--- src/mpe_pkg.sv ---
package mpe_pkg;

    localparam int COL_W      = 12;
    localparam int ROW_W      = 12;
    localparam int DIM_W      = 13;
    localparam int LIM_W      = 16;
    localparam int CNT_W      = 16;
    localparam int CFG_IDX_W  = 2;
    localparam int CFG_DATA_W = 16;
    localparam int NUM_W      = 12;
    localparam int DEN_W      = 12;
    localparam int DIG_W      = 32;

    localparam logic [CFG_IDX_W-1:0] REG_IMAGE_WIDTH     = 2'd0;
    localparam logic [CFG_IDX_W-1:0] REG_IMAGE_HEIGHT    = 2'd1;
    localparam logic [CFG_IDX_W-1:0] REG_ITERATION_LIMIT = 2'd2;

    localparam logic [DIM_W-1:0] RST_IMAGE_WIDTH     = 13'd200;
    localparam logic [DIM_W-1:0] RST_IMAGE_HEIGHT    = 13'd100;
    localparam logic [LIM_W-1:0] RST_ITERATION_LIMIT = 16'd30000;

    typedef struct packed {
        logic [COL_W-1:0] pixel_col;
        logic [ROW_W-1:0] pixel_row;
    } t_pixel;

    typedef struct packed {
        logic             inside_set;
        logic [CNT_W-1:0] escape_count;
    } t_result;

    typedef struct packed {
        logic [CFG_IDX_W-1:0]  index;
        logic [CFG_DATA_W-1:0] data;
    } t_cfg_wr;

    typedef enum logic [2:0] {
        ST_IDLE,
        ST_DIV,
        ST_LOAD,
        ST_MUL,
        ST_STORE,
        ST_CHECK,
        ST_DONE
    } t_state;

    typedef enum logic [1:0] {
        OP_ZR_SQ,
        OP_ZI_SQ,
        OP_ZR_ZI
    } t_op;

endpackage

--- src/mpe_stream_if.sv ---
interface mpe_stream_if #(
    parameter type T_PAYLOAD = logic
) ();
    logic     valid;
    logic     ready;
    T_PAYLOAD payload;

    modport source (output valid, output payload, input ready);
    modport sink (input valid, input payload, output ready);
endinterface

--- src/mandelbrot_pixel_escape.sv ---
// A restoring divider first computes c; each escape check then runs three digit-serial
// multiplications over ND, the 32-bit digits of a Q4 word (one digit while FRAC_BITS <= 28).
// The checks number escape_count+1 on escape, escape_count when the limit stops the loop.
// One pixel at a time: the shared multiplier sets the pace; a new pixel is taken while
// the previous result waits in the output register.
// Reset (synchronous, active low) idles the sequencer, empties the output and restores config.
module mandelbrot_pixel_escape #(
    parameter int FRAC_BITS = 28
) (
    input  logic         i_clk,
    input  logic         i_rst_n,
    mpe_stream_if.sink   i_pix,
    mpe_stream_if.source o_res,
    mpe_stream_if.sink   i_cfg
);

    localparam int Q_W   = FRAC_BITS + 4;
    localparam int SQ_W  = Q_W + 4;
    localparam int EXT_W = Q_W + 5;
    localparam int DIG_W = mpe_pkg::DIG_W;
    localparam int ND    = (Q_W + DIG_W - 1) / DIG_W;
    localparam int MAG_W = ND * DIG_W;
    localparam int ACC_W = 2 * MAG_W;
    localparam int IW    = (ND > 1) ? $clog2(ND) : 1;
    localparam int SH_W  = IW + 1;
    localparam int NUM_W = mpe_pkg::NUM_W;
    localparam int DEN_W = mpe_pkg::DEN_W;
    localparam int DIM_W = mpe_pkg::DIM_W;
    localparam int CNT_W = mpe_pkg::CNT_W;
    localparam int DVD_W = NUM_W + FRAC_BITS;
    localparam int DC_W  = $clog2(DVD_W);

    localparam logic signed [Q_W-1:0] Q_MAX = {1'b0, {(Q_W-1){1'b1}}};
    localparam logic signed [Q_W-1:0] Q_MIN = {1'b1, {(Q_W-1){1'b0}}};
    localparam logic [SQ_W:0]         FOUR  = (SQ_W+1)'(4) << FRAC_BITS;

    function automatic logic [MAG_W-1:0] f_mag(input logic signed [Q_W-1:0] x);
        logic [Q_W-1:0] m;
        m = x[Q_W-1] ? -x : x;
        return MAG_W'(m);
    endfunction

    function automatic logic signed [Q_W-1:0] f_sat(input logic signed [EXT_W-1:0] v);
        logic ovf;
        ovf = (v[EXT_W-1:Q_W-1] != '0) && (v[EXT_W-1:Q_W-1] != '1);
        if (ovf) begin
            return v[EXT_W-1] ? Q_MIN : Q_MAX;
        end
        return v[Q_W-1:0];
    endfunction

    mpe_pkg::t_state           r_state, n_state;
    logic [DIM_W-1:0]          r_img_w, r_img_h;
    logic [mpe_pkg::LIM_W-1:0] r_lim;

    logic [DVD_W-1:0]          r_dvd, n_dvd;
    logic [DEN_W-1:0]          r_rem, n_rem;
    logic [DVD_W-1:0]          r_quo, n_quo;
    logic [DC_W-1:0]           r_div_cnt, n_div_cnt;
    logic                      r_div_im, n_div_im;
    logic                      r_re_neg, n_re_neg;
    logic                      r_im_neg, n_im_neg;
    logic [NUM_W-1:0]          r_im_mag, n_im_mag;

    logic signed [Q_W-1:0]     r_cr, n_cr, r_ci, n_ci, r_zr, n_zr, r_zi, n_zi;
    logic signed [SQ_W-1:0]    r_sr, n_sr, r_si, n_si, r_pr, n_pr;

    mpe_pkg::t_op              r_op, n_op;
    logic [MAG_W-1:0]          r_a_mag, n_a_mag, r_b_mag, n_b_mag;
    logic                      r_mneg, n_mneg;
    logic [IW-1:0]             r_ia, n_ia, r_ib, n_ib;
    logic                      r_mul_fin, n_mul_fin;
    logic [2*DIG_W-1:0]        r_pp, n_pp;
    logic [SH_W-1:0]           r_pp_sh, n_pp_sh;
    logic                      r_pp_vld, n_pp_vld;
    logic [ACC_W-1:0]          r_acc, n_acc;
    logic [CNT_W-1:0]          r_cnt, n_cnt;

    logic                      r_out_valid, n_out_valid;
    mpe_pkg::t_result          r_out, n_out;

    logic                      pix_acc, res_take, out_free;
    logic signed [DIM_W-1:0]   d_re, d_im;
    logic [DIM_W-1:0]          m_re, m_im;
    logic [DEN_W-1:0]          den_w, den_h, den;
    logic [DEN_W:0]            rem_sh;
    logic                      div_ge, div_neg, div_ovf;
    logic [DVD_W-1:0]          quo_step;
    logic [Q_W-1:0]            quo_val;
    logic signed [Q_W-1:0]     div_res;
    mpe_pkg::t_op              ld_op;
    logic signed [Q_W-1:0]     ld_a, ld_b;
    logic [DIG_W-1:0]          a_dig, b_dig;
    logic [2*DIG_W-1:0]        pp_prod;
    logic [ACC_W-1:0]          pp_ext, acc_sh;
    logic [SQ_W-1:0]           prod_mag;
    logic signed [SQ_W-1:0]    prod_val;
    logic                      mul_last;
    logic [SQ_W:0]             sq_sum;
    logic                      esc, lim_hit;
    logic [CNT_W-1:0]          cnt_inc;
    logic signed [EXT_W-1:0]   re_ext, im_ext;

    assign pix_acc  = i_pix.valid && i_pix.ready;
    assign res_take = o_res.valid && o_res.ready;
    assign out_free = !r_out_valid || o_res.ready;

    assign i_pix.ready   = (r_state == mpe_pkg::ST_IDLE);
    assign i_cfg.ready   = 1'b1;
    assign o_res.valid   = r_out_valid;
    assign o_res.payload = r_out;

    // pixel to signed offset from the image center
    assign d_re = signed'({1'b0, i_pix.payload.pixel_col}) - signed'({1'b0, r_img_w[DIM_W-1:1]});
    assign d_im = signed'({1'b0, i_pix.payload.pixel_row}) - signed'({1'b0, r_img_h[DIM_W-1:1]});
    assign m_re = d_re[DIM_W-1] ? -d_re : d_re;
    assign m_im = d_im[DIM_W-1] ? -d_im : d_im;

    // restoring divider, one quotient bit per cycle
    assign den_w    = (r_img_w[DIM_W-1:2] == '0) ? DEN_W'(1) : DEN_W'(r_img_w[DIM_W-1:2]);
    assign den_h    = (r_img_h[DIM_W-1:1] == '0) ? DEN_W'(1) : r_img_h[DIM_W-1:1];
    assign den      = r_div_im ? den_h : den_w;
    assign rem_sh   = {r_rem, r_dvd[DVD_W-1]};
    assign div_ge   = rem_sh >= {1'b0, den};
    assign quo_step = {r_quo[DVD_W-2:0], div_ge};
    assign div_ovf  = |quo_step[DVD_W-1:FRAC_BITS+3];
    assign quo_val  = quo_step[Q_W-1:0];
    assign div_neg  = r_div_im ? r_im_neg : r_re_neg;
    assign div_res  = div_ovf ? (div_neg ? Q_MIN : Q_MAX)
                              : (div_neg ? -signed'(quo_val) : signed'(quo_val));

    // shared multiplier: one digit product per cycle, registered and then accumulated
    assign a_dig    = DIG_W'(r_a_mag >> (r_ia * DIG_W));
    assign b_dig    = DIG_W'(r_b_mag >> (r_ib * DIG_W));
    assign pp_prod  = a_dig * b_dig;
    assign pp_ext   = ACC_W'(r_pp) << (r_pp_sh * DIG_W);
    assign mul_last = (r_ia == IW'(ND - 1)) && (r_ib == IW'(ND - 1));
    assign acc_sh   = r_acc >> FRAC_BITS;
    assign prod_mag = acc_sh[SQ_W-1:0];
    assign prod_val = r_mneg ? -signed'(prod_mag) : signed'(prod_mag);

    // escape test and z update
    assign sq_sum  = {1'b0, r_sr} + {1'b0, r_si};
    assign esc     = sq_sum >= FOUR;
    assign cnt_inc = r_cnt + 1'b1;
    assign lim_hit = cnt_inc >= r_lim;
    assign re_ext  = EXT_W'(r_sr) - EXT_W'(r_si) + EXT_W'(r_cr);
    assign im_ext  = (EXT_W'(r_pr) <<< 1) + EXT_W'(r_ci);

    always_comb begin
        ld_op = r_op;
        if (r_state == mpe_pkg::ST_STORE) begin
            case (r_op)
                mpe_pkg::OP_ZR_SQ: ld_op = mpe_pkg::OP_ZI_SQ;
                mpe_pkg::OP_ZI_SQ: ld_op = mpe_pkg::OP_ZR_ZI;
                default:           ld_op = mpe_pkg::OP_ZR_SQ;
            endcase
        end
        case (ld_op)
            mpe_pkg::OP_ZR_SQ: begin
                ld_a = r_zr;
                ld_b = r_zr;
            end
            mpe_pkg::OP_ZI_SQ: begin
                ld_a = r_zi;
                ld_b = r_zi;
            end
            default: begin
                ld_a = r_zr;
                ld_b = r_zi;
            end
        endcase
    end

    always_comb begin
        n_state = r_state;
        case (r_state)
            mpe_pkg::ST_IDLE: begin
                if (pix_acc) n_state = mpe_pkg::ST_DIV;
            end
            mpe_pkg::ST_DIV: begin
                if ((r_div_cnt == '0) && r_div_im) n_state = mpe_pkg::ST_LOAD;
            end
            mpe_pkg::ST_LOAD: begin
                n_state = mpe_pkg::ST_MUL;
            end
            mpe_pkg::ST_MUL: begin
                if (r_mul_fin) n_state = mpe_pkg::ST_STORE;
            end
            mpe_pkg::ST_STORE: begin
                n_state = (r_op == mpe_pkg::OP_ZR_ZI) ? mpe_pkg::ST_CHECK : mpe_pkg::ST_MUL;
            end
            mpe_pkg::ST_CHECK: begin
                n_state = (esc || lim_hit) ? mpe_pkg::ST_DONE : mpe_pkg::ST_LOAD;
            end
            mpe_pkg::ST_DONE: begin
                if (out_free) n_state = mpe_pkg::ST_IDLE;
            end
            default: begin
                n_state = mpe_pkg::ST_IDLE;
            end
        endcase
    end

    always_comb begin
        n_dvd       = r_dvd;
        n_rem       = r_rem;
        n_quo       = r_quo;
        n_div_cnt   = r_div_cnt;
        n_div_im    = r_div_im;
        n_re_neg    = r_re_neg;
        n_im_neg    = r_im_neg;
        n_im_mag    = r_im_mag;
        n_cr        = r_cr;
        n_ci        = r_ci;
        n_zr        = r_zr;
        n_zi        = r_zi;
        n_sr        = r_sr;
        n_si        = r_si;
        n_pr        = r_pr;
        n_op        = r_op;
        n_a_mag     = r_a_mag;
        n_b_mag     = r_b_mag;
        n_mneg      = r_mneg;
        n_ia        = r_ia;
        n_ib        = r_ib;
        n_mul_fin   = r_mul_fin;
        n_pp        = r_pp;
        n_pp_sh     = r_pp_sh;
        n_pp_vld    = r_pp_vld;
        n_acc       = r_acc;
        n_cnt       = r_cnt;
        n_out_valid = r_out_valid;
        n_out       = r_out;

        if (res_take) n_out_valid = 1'b0;

        case (r_state)
            mpe_pkg::ST_IDLE: begin
                if (pix_acc) begin
                    n_re_neg  = d_re[DIM_W-1];
                    n_im_neg  = d_im[DIM_W-1];
                    n_im_mag  = m_im[NUM_W-1:0];
                    n_dvd     = {m_re[NUM_W-1:0], {FRAC_BITS{1'b0}}};
                    n_rem     = '0;
                    n_div_cnt = DC_W'(DVD_W - 1);
                    n_div_im  = 1'b0;
                end
            end
            mpe_pkg::ST_DIV: begin
                n_rem     = DEN_W'(div_ge ? rem_sh - {1'b0, den} : rem_sh);
                n_quo     = quo_step;
                n_dvd     = r_dvd << 1;
                n_div_cnt = r_div_cnt - 1'b1;
                if (r_div_cnt == '0) begin
                    if (!r_div_im) begin
                        n_cr      = div_res;
                        n_div_im  = 1'b1;
                        n_dvd     = {r_im_mag, {FRAC_BITS{1'b0}}};
                        n_rem     = '0;
                        n_div_cnt = DC_W'(DVD_W - 1);
                    end else begin
                        n_ci  = div_res;
                        n_zr  = '0;
                        n_zi  = '0;
                        n_cnt = '0;
                        n_op  = mpe_pkg::OP_ZR_SQ;
                    end
                end
            end
            mpe_pkg::ST_LOAD: begin
                n_a_mag   = f_mag(ld_a);
                n_b_mag   = f_mag(ld_b);
                n_mneg    = ld_a[Q_W-1] ^ ld_b[Q_W-1];
                n_ia      = '0;
                n_ib      = '0;
                n_mul_fin = 1'b0;
                n_pp_vld  = 1'b0;
                n_acc     = '0;
            end
            mpe_pkg::ST_MUL: begin
                n_pp     = pp_prod;
                n_pp_sh  = SH_W'(r_ia) + SH_W'(r_ib);
                n_pp_vld = !r_mul_fin;
                if (!r_mul_fin) begin
                    if (mul_last) begin
                        n_mul_fin = 1'b1;
                    end else if (r_ib == IW'(ND - 1)) begin
                        n_ib = '0;
                        n_ia = r_ia + 1'b1;
                    end else begin
                        n_ib = r_ib + 1'b1;
                    end
                end
                if (r_pp_vld) n_acc = r_acc + pp_ext;
            end
            mpe_pkg::ST_STORE: begin
                case (r_op)
                    mpe_pkg::OP_ZR_SQ: n_sr = prod_val;
                    mpe_pkg::OP_ZI_SQ: n_si = prod_val;
                    default:           n_pr = prod_val;
                endcase
                if (r_op != mpe_pkg::OP_ZR_ZI) begin
                    n_op      = ld_op;
                    n_a_mag   = f_mag(ld_a);
                    n_b_mag   = f_mag(ld_b);
                    n_mneg    = ld_a[Q_W-1] ^ ld_b[Q_W-1];
                    n_ia      = '0;
                    n_ib      = '0;
                    n_mul_fin = 1'b0;
                    n_pp_vld  = 1'b0;
                    n_acc     = '0;
                end
            end
            mpe_pkg::ST_CHECK: begin
                if (!esc) n_cnt = cnt_inc;
                if (!esc && !lim_hit) begin
                    n_zr = f_sat(re_ext);
                    n_zi = f_sat(im_ext);
                    n_op = mpe_pkg::OP_ZR_SQ;
                end
            end
            mpe_pkg::ST_DONE: begin
                if (out_free) begin
                    n_out_valid        = 1'b1;
                    n_out.inside_set   = (r_cnt == r_lim);
                    n_out.escape_count = r_cnt;
                end
            end
            default: begin
                n_out_valid = r_out_valid;
            end
        endcase
    end

    always_ff @(posedge i_clk) begin
        if (!i_rst_n) begin
            r_img_w <= mpe_pkg::RST_IMAGE_WIDTH;
            r_img_h <= mpe_pkg::RST_IMAGE_HEIGHT;
            r_lim   <= mpe_pkg::RST_ITERATION_LIMIT;
        end else if (i_cfg.valid && i_cfg.ready) begin
            case (i_cfg.payload.index)
                mpe_pkg::REG_IMAGE_WIDTH:     r_img_w <= i_cfg.payload.data[DIM_W-1:0];
                mpe_pkg::REG_IMAGE_HEIGHT:    r_img_h <= i_cfg.payload.data[DIM_W-1:0];
                mpe_pkg::REG_ITERATION_LIMIT: r_lim   <= i_cfg.payload.data;
                default: begin
                    r_lim <= r_lim;
                end
            endcase
        end
    end

    always_ff @(posedge i_clk) begin
        if (!i_rst_n) begin
            r_state     <= mpe_pkg::ST_IDLE;
            r_out_valid <= 1'b0;
        end else begin
            r_state     <= n_state;
            r_out_valid <= n_out_valid;
        end
    end

    always_ff @(posedge i_clk) begin
        r_dvd     <= n_dvd;
        r_rem     <= n_rem;
        r_quo     <= n_quo;
        r_div_cnt <= n_div_cnt;
        r_div_im  <= n_div_im;
        r_re_neg  <= n_re_neg;
        r_im_neg  <= n_im_neg;
        r_im_mag  <= n_im_mag;
        r_cr      <= n_cr;
        r_ci      <= n_ci;
        r_zr      <= n_zr;
        r_zi      <= n_zi;
        r_sr      <= n_sr;
        r_si      <= n_si;
        r_pr      <= n_pr;
        r_op      <= n_op;
        r_a_mag   <= n_a_mag;
        r_b_mag   <= n_b_mag;
        r_mneg    <= n_mneg;
        r_ia      <= n_ia;
        r_ib      <= n_ib;
        r_mul_fin <= n_mul_fin;
        r_pp      <= n_pp;
        r_pp_sh   <= n_pp_sh;
        r_pp_vld  <= n_pp_vld;
        r_acc     <= n_acc;
        r_cnt     <= n_cnt;
        r_out     <= n_out;
    end

endmodule

--- src/flat_wrapper.sv ---
// flat-port wrapper written by rule: the top's interface ports become plain ports
module mandelbrot_pixel_escape_flat import mpe_pkg::*;
#(
    parameter int FRAC_BITS = 28
)
  (i_clk, i_rst_n, i_pix_valid, i_pix_payload, i_pix_ready, o_res_valid, o_res_payload, o_res_ready, i_cfg_valid, i_cfg_payload, i_cfg_ready);
  mpe_stream_if #(.T_PAYLOAD(t_pixel)) i_pix_i ();
  mpe_stream_if #(.T_PAYLOAD(t_result)) o_res_i ();
  mpe_stream_if #(.T_PAYLOAD(t_cfg_wr)) i_cfg_i ();
  input  logic i_clk;
  input  logic i_rst_n;
  input wire logic [$bits(i_pix_i.valid)-1:0] i_pix_valid;
  input wire logic [$bits(i_pix_i.payload)-1:0] i_pix_payload;
  output wire logic [$bits(i_pix_i.ready)-1:0] i_pix_ready;
  output wire logic [$bits(o_res_i.valid)-1:0] o_res_valid;
  output wire logic [$bits(o_res_i.payload)-1:0] o_res_payload;
  input wire logic [$bits(o_res_i.ready)-1:0] o_res_ready;
  input wire logic [$bits(i_cfg_i.valid)-1:0] i_cfg_valid;
  input wire logic [$bits(i_cfg_i.payload)-1:0] i_cfg_payload;
  output wire logic [$bits(i_cfg_i.ready)-1:0] i_cfg_ready;
  assign i_pix_i.valid = i_pix_valid;
  assign i_pix_i.payload = i_pix_payload;
  assign i_pix_ready = i_pix_i.ready;
  assign o_res_valid = o_res_i.valid;
  assign o_res_payload = o_res_i.payload;
  assign o_res_i.ready = o_res_ready;
  assign i_cfg_i.valid = i_cfg_valid;
  assign i_cfg_i.payload = i_cfg_payload;
  assign i_cfg_ready = i_cfg_i.ready;
  mandelbrot_pixel_escape #(.FRAC_BITS(FRAC_BITS)) u_core (.i_clk(i_clk), .i_rst_n(i_rst_n), .i_pix(i_pix_i), .o_res(o_res_i), .i_cfg(i_cfg_i));
endmodule
--- config.mk ---
export PLATFORM = sky130hd
export DESIGN_NAME = mandelbrot_pixel_escape_flat
export DESIGN_NICKNAME = d
export VERILOG_FILES = /design/src/mpe_pkg.sv /design/src/mpe_stream_if.sv /design/src/mandelbrot_pixel_escape.sv /design/src/flat_wrapper.sv
export SDC_FILE = /design/constraint.sdc
export NUM_CORES = 2
export LEC_CHECK = 0
export ABC_AREA = 1
export BUFFER_PORTS_ARGS = -buffer_cell sky130_fd_sc_hd__buf_2
export CAP_MARGIN = 10
export CORE_MARGIN = 2
export CORE_UTILIZATION = 65
export CTS_BUF_LIST = sky130_fd_sc_hd__clkbuf_16
export CTS_CLUSTER_SIZE = 24
export DETAILED_ROUTE_END_ITERATION = 10
export GPL_TIMING_DRIVEN = 0
export PLACE_DENSITY = 0.8
export SYNTH_ARGS = -nofsm -noshare
export SYNTH_HDL_FRONTEND = slang
export SYNTH_SLANG_ARGS = --single-unit
--- constraint.sdc ---
create_clock -name i_clk -period 11.1 [get_ports i_clk]
set_clock_uncertainty 0.2 [all_clocks]
set_input_delay 0.555 -clock i_clk [delete_from_list [all_inputs] [get_ports i_clk]]
set_output_delay 0.555 -clock i_clk [all_outputs]
set_load 0.05 [all_outputs]
Word-level counts from Yosys, hierarchy flattened

Cells that the tools add are included.

Register bits after elaboration: 628
Latch bits: 0
RAM bits: 0
Memory bits (read-only): 0
Output and inout port bits: 20
Memories kept: 0

$add $sub $neg: 19
$mul: 1
Div/mod/pow operators: 0
$lt $le $gt $ge: 3
Equality and inequality tests: 28
Shifts and indexed selects: 3
Mux-type cells: 91
Bitwise gates (word level): 5
Reductions and logical operators: 52

Operators by type and width:

| operator             | count |
|---|---|
| $mux 32              | 19 |
| $pmux 32 s2          | 4 |
| $pmux 64 s3          | 1 |
| $mux 64              | 2 |
| $mux 40              | 3 |
| $mux 12              | 8 |
| $neg 32->32          | 3 |
| $pmux 40 s2          | 1 |
| $add 37x32->37       | 2 |
| $add 64x64->64       | 1 |
| $mul 32x32->64       | 1 |
| $shl 64x7->64        | 1 |
| $shr 32x6->32        | 2 |
| $mux 16              | 3 |
| $add 36x36->37       | 1 |
| $ge 37x31->1 const B | 1 |
| $sub 36x36->37       | 1 |
| $mux 36              | 1 |
| $neg 36->36          | 1 |
| $pmux 16 s2          | 1 |
| $sub 12x12->13       | 2 |
| $neg 12->12          | 2 |
| $pmux 12 s2          | 1 |
| $reduce_and 2->1     | 11 |
| 46 further kinds     | 129 |

Depth between registers and ports, before layout

Depth in word-level cells: 10
Mapped depth: 34
Depth with buffers taken out: 32

Least setup slack after synthesis

OpenSTA, ideal clock, no wires.

Path kind: register -> register
Start: register u_core.r_cnt[2]
End: register u_core.r_zi[0] (enable)
Data arrival time: 7.178 ns
Slack: 3.144 ns
Stages on the path, launching flop included: 22
Clock period less this slack: 7.956 ns
Cells stage by stage: edfxtp_1 -> nand4_1 -> nor2_1 -> inv_1 -> nor2_1 -> inv_1 -> nor2_1 -> inv_1 -> nor2_1 -> nand2_1 -> nor4_1 -> xor2_1 -> inv_1 -> ha_1 -> nand2_1 -> inv_1 -> nor2_1 -> o21ai_0 -> a21oi_1 -> o311ai_0 -> nand2_1 -> nor3b_1

Cells in the longest elaborated chain, start to end: 6

RTL lines:

| item                       | line                           | source |
|---|---|---|
| start, declared            | mandelbrot_pixel_escape.sv:77  | `logic [CNT_W-1:0] r_cnt, n_cnt;` |
| start signal, assigned     | mandelbrot_pixel_escape.sv:390 | `r_cnt <= n_cnt;` |
| $add 16x1->16              | mandelbrot_pixel_escape.sv:145 | `assign cnt_inc = r_cnt + 1'b1;` |
| net u_core.cnt_inc[13]     | mandelbrot_pixel_escape.sv:101 | `logic [CNT_W-1:0] cnt_inc;` |
| $ge 16x16->1               | mandelbrot_pixel_escape.sv:146 | `assign lim_hit = cnt_inc >= r_lim;` |
| $logic_not 1->1            | mandelbrot_pixel_escape.sv:317 | `if (!esc && !lim_hit) begin` |
| $logic_and 1x1->1          | mandelbrot_pixel_escape.sv:317 |  |
| $ne 2x1->1 (no line)       | n/a                            |  |
| $reduce_and 4->1 (no line) | n/a                            |  |
| end signal, assigned       | mandelbrot_pixel_escape.sv:375 | `r_zi <= n_zi;` |
| end, declared              | mandelbrot_pixel_escape.sv:65  | `logic signed [Q_W-1:0] r_cr, n_cr, r_ci, n_ci, r_zr, n_zr, r_zi, n_zi;` |

The timed path passes the listed nets, and every way through them passes these cells.
A chain may end at the register's enable or synchronous reset.

Final worst setup path

Start: register u_core.r_ia
End: register u_core.r_pp[52], data pin

Cells in the longest elaborated chain, start to end: 2

RTL lines:

| item                   | line                           | source |
|---|---|---|
| start, declared        | mandelbrot_pixel_escape.sv:71  | `logic [IW-1:0] r_ia, n_ia, r_ib, n_ib;` |
| start signal, assigned | mandelbrot_pixel_escape.sv:383 | `r_ia <= n_ia;` |
| $shr 32x6->32          | mandelbrot_pixel_escape.sv:133 | `assign a_dig = DIG_W'(r_a_mag >> (r_ia * DIG_W));` |
| $mul 32x32->64         | mandelbrot_pixel_escape.sv:135 | `assign pp_prod = a_dig * b_dig;` |
| net u_core.pp_prod[52] | mandelbrot_pixel_escape.sv:94  | `logic [2*DIG_W-1:0] pp_prod;` |
| end signal, assigned   | mandelbrot_pixel_escape.sv:386 | `r_pp <= n_pp;` |
| end, declared          | mandelbrot_pixel_escape.sv:73  | `logic [2*DIG_W-1:0] r_pp, n_pp;` |

The timed path passes the listed nets, and every way through them passes these cells.

==> impl_metrics.tcl <==
set metrics [dict create \
    status "complete, but fails checks" \
    violations "capacitance limit, slew limit" \
    cp-start-kind "flop" \
    cts_buffers 69 \
    cp_max_fo 10 \
    synth_edf_count 552 \
    die_h_um 337.4 \
    multi_input_area_um2 46910 \
    ys_seq_area_frac 0.2417 \
    synth_area_per_cell_um2 8.295 \
    ioPinCount 67 \
    dieArea_um2 113800 \
    grt_pass1_wl_um 395300 \
    hold_class "in2reg" \
    ys.flop_type "edfxtp_1" \
    setup_viol 0 \
    yosysWarnings 0 \
    setup_tns_ns 0 \
    wl_per_cell_um 25.81 \
    die_width_um 337.4 \
    layout_min_cycle_time_ns 10.94 \
    area_delta_synth_final_pct 7.317 \
    vias 63994 \
    cp_cell_sequence "inv_1, buf_1, nand2_1, inv_1, clkbuf_1, nand2_1, fa_1, inv_1, fa_1, inv_1, fa_1, fa_1, inv_1, fa_1, fa_1, fa_1, fa_1, ha_1, nand2_1, nor3_1, nand2_1, o41ai_1, a21oi_1, xnor2_1" \
    netlist_instances 8708 \
    grt_use_total 0.4801 \
    grt_pass1_vias 63225 \
    core_um2 110500 \
    post-route-period-util 0.9855 \
    start_util 0.6536 \
    async_flop_share 0 \
    clockRootBuffer "clkbuf_16" \
    crit_path_frequent_cell "fa_1" \
    cap_violations 1 \
    place_congestion 1.116 \
    cp_slowest_cell "o41ai_1" \
    synth_seq_cells 596 \
    cp.arrival_ns 11.13 \
    synthDistinctLibCells 66 \
    required_ns 11.30 \
    criticalPathCategory "reg2reg" \
    worst_pin_slew_ns 1.516 \
    fill_cells 8927 \
    insertion_delay_ns 0.70 \
    gr-usage-met2 0.6853 \
    cts_tree "yes" \
    end_kind "flop" \
    drive_gt1_frac 0.03222 \
    final_hold_viol_count 0 \
    rsz0062_at_grt "false" \
    htreeDepth 3 \
    final_nets 10397 \
    regArea_um2 17460 \
    firstDrtPassIters 9 \
    drt-initial-drc-count 8708 \
    rows 122 \
    postRouteAntennaNets 0 \
    dp_hpwl_um 218200 \
    syn_area_um2 72230 \
    clock_sinks 596 \
    syn_nets 10223 \
    met1_usage 0.5930 \
    drv_slew 11 \
    drt-total-wl_um 269400 \
    viasPerCell 6.130 \
    portBuffers 65 \
    met3_usage 0.2246 \
    drc 0 \
    clk_pin_slew_ns 0.06 \
    grt_max_degree 71 \
    fmax_mhz 91.42 \
    slew_headroom -0.01066 \
    slowest_delay_ns 0.92 \
    antenna_found_initial 18 \
    clk_path_buf_depth 3 \
    busiest_layer "met2" \
    gr-total-overflow 0 \
]
## critical path: cells and delay by family, from the launching register on
kind | cells | cell delay [ns]
DFF | 1 | 0.43
AOI/OAI and AO/OA | 2 | 1.09
xor gates and xnor gates | 1 | 0.20
and+or+nand+nor | 5 | 1.61
buffers and inverters | 7 | 2.10
adders and majority gates | 9 | 4.96
## logic make-up (layout without fill, tap and decap cells)
kind of cell / Yosys count / in the layout / synth area share
buf+inv: 2091 / 2322 / 0.1097
compound gates: 1184 / 1184 / 0.09068
simple gates: 3066 / 3066 / 0.1695
other cells: 1 / 14 / 0.00005191
flops: 596 / 596 / 0.2417
xor+xnor: 302 / 302 / 0.03662
fa+ha+maj: 1468 / 1468 / 0.3518
## sequential cells by signal, summed over array words and instances (netlist names), 16 cells and up
| register | cells |
|---|---|
| u_core.r_acc | 64 |
| u_core.r_pp | 64 |
| u_core.r_quo | 39 |
| u_core.r_pr | 36 |
| u_core.r_si | 36 |
| u_core.r_sr | 36 |
| u_core.r_a_mag | 32 |
| u_core.r_b_mag | 32 |
| u_core.r_ci | 32 |
| u_core.r_cr | 32 |
| u_core.r_zi | 32 |
| u_core.r_zr | 32 |
| u_core.o_res.payload | 17 |
| u_core.r_cnt | 16 |
| u_core.r_lim | 16 |
## final cells by class
type	instances	share of cell area
Sequential cell	596	0.2252
Inverter	1832	0.08871
Antenna cell	13	0.0004197
Buffer	259	0.01356
Tap cell	1488	0.02402
Clock buffer	71	0.02292
Multi-Input combinational cell	6021	0.6052
Timing Repair Buffer	103	0.01080
Clock inverter	57	0.009216
## cells in the mapped netlist, types with 3 or more instances
cell type,count,share of area
nor4_1,25,0.0022
a21o_1,25,0.0026
clkinv_1,17,0.00088
nor2_1,1191,0.062
o211ai_1,20,0.0021
o2111ai_1,7,0.00085
o21a_1,41,0.0043
xnor2_1,100,0.012
nand3_1,164,0.011
o21ai_1,30,0.0021
nand2_2,5,0.00043
o31ai_1,12,0.0012
nand2_1,1484,0.077
o22ai_1,3,0.00026
buf_4,5,0.00052
inv_1,1808,0.094
and2_1,10,0.00087
nand3b_1,13,0.0014
nor3b_1,7,0.00073
clkbuf_1,219,0.011
a21boi_0,12,0.0012
dfxtp_1,44,0.012
o21bai_1,37,0.0038
o21ai_0,385,0.027
o21ai_2,11,0.0013
a31oi_1,65,0.0056
nand4_1,35,0.0030
buf_6,5,0.00078
nor3_1,90,0.0062
ha_1,530,0.092
nor2_4,4,0.00062
buf_2,14,0.00097
inv_2,7,0.00036
a21oi_1,505,0.035
nor2_2,6,0.00052
a22oi_1,10,0.0010
or2_2,9,0.00078
edfxtp_1,552,0.23
and3_1,11,0.00095
xor2_1,202,0.024
a211oi_1,5,0.00052
buf_1,16,0.00083
fa_1,938,0.26
a21oi_2,3,0.00036
## timing repair
action	4_1_cts	5_1_grt
hold buffers	18	0
buffers inserted	0	0
endpoints found under the hold margin	28	0
gates resized for setup	0	0
## metrics by stage
stage                     hold slack [ns]  setup slack, ns  instances  cell area (um2)    util
after floorplan                    0.2272            3.144       8708            72230       -
after CTS                         0.06937           0.7454      10426            77480  0.7010
after global placement             0.2324           0.3860      10261            74420  0.6734
final                              0.1193           0.1612      10440            77520  0.7014
after global routing               0.1259          0.06506      10430            77490  0.7012
after detailed placement           0.2345           0.8419      10280            74810  0.6769
## cells in the final DEF (no fill, tap or decap), types with 30 or more instances in the layout
cell type     n
inv_1      1810
nand2_1    1484
nor2_1     1187
fa_1        938
edfxtp_1    552
ha_1        530
a21oi_1     505
o21ai_0     383
clkbuf_1    217
xor2_1      202
nand3_1     164
xnor2_1     100
nor3_1       89
buf_2        79
clkbuf_16    71
a31oi_1      65
dfxtp_1      44
o21a_1       41
o21bai_1     37
nand4_1      35
o21ai_1      30
## metal layers
metal	part of all wire	vias to the layer above	routed length, um
li1	-	27399	-
met1	0.35	30603	94880
met4	0.076	29	20550
met5	0.0013	-	348
met3	0.16	1166	43570
met2	0.41	4797	110100
## path summary, 6_finish.rpt
| kind | start | endpoint | slack, ns | cells after the start |
|---|---|---|---|---|
| setup / recovery | u_core.r_ia | u_core.r_pp[52] | 0.16 | 24 |
| hold / removal | i_cfg_payload[17] | u_core.r_img_w[6] | 0.12 | 4 |
| setup reg to reg | u_core.r_ia | u_core.r_pp[52] | 0.16 | 24 |
| hold reg to reg | u_core.r_quo[33] | u_core.r_quo[34] | 0.25 | 0 |
Power is not shown: default switching activity piles up to over one toggle a cycle in this logic, so the estimate is an artifact.
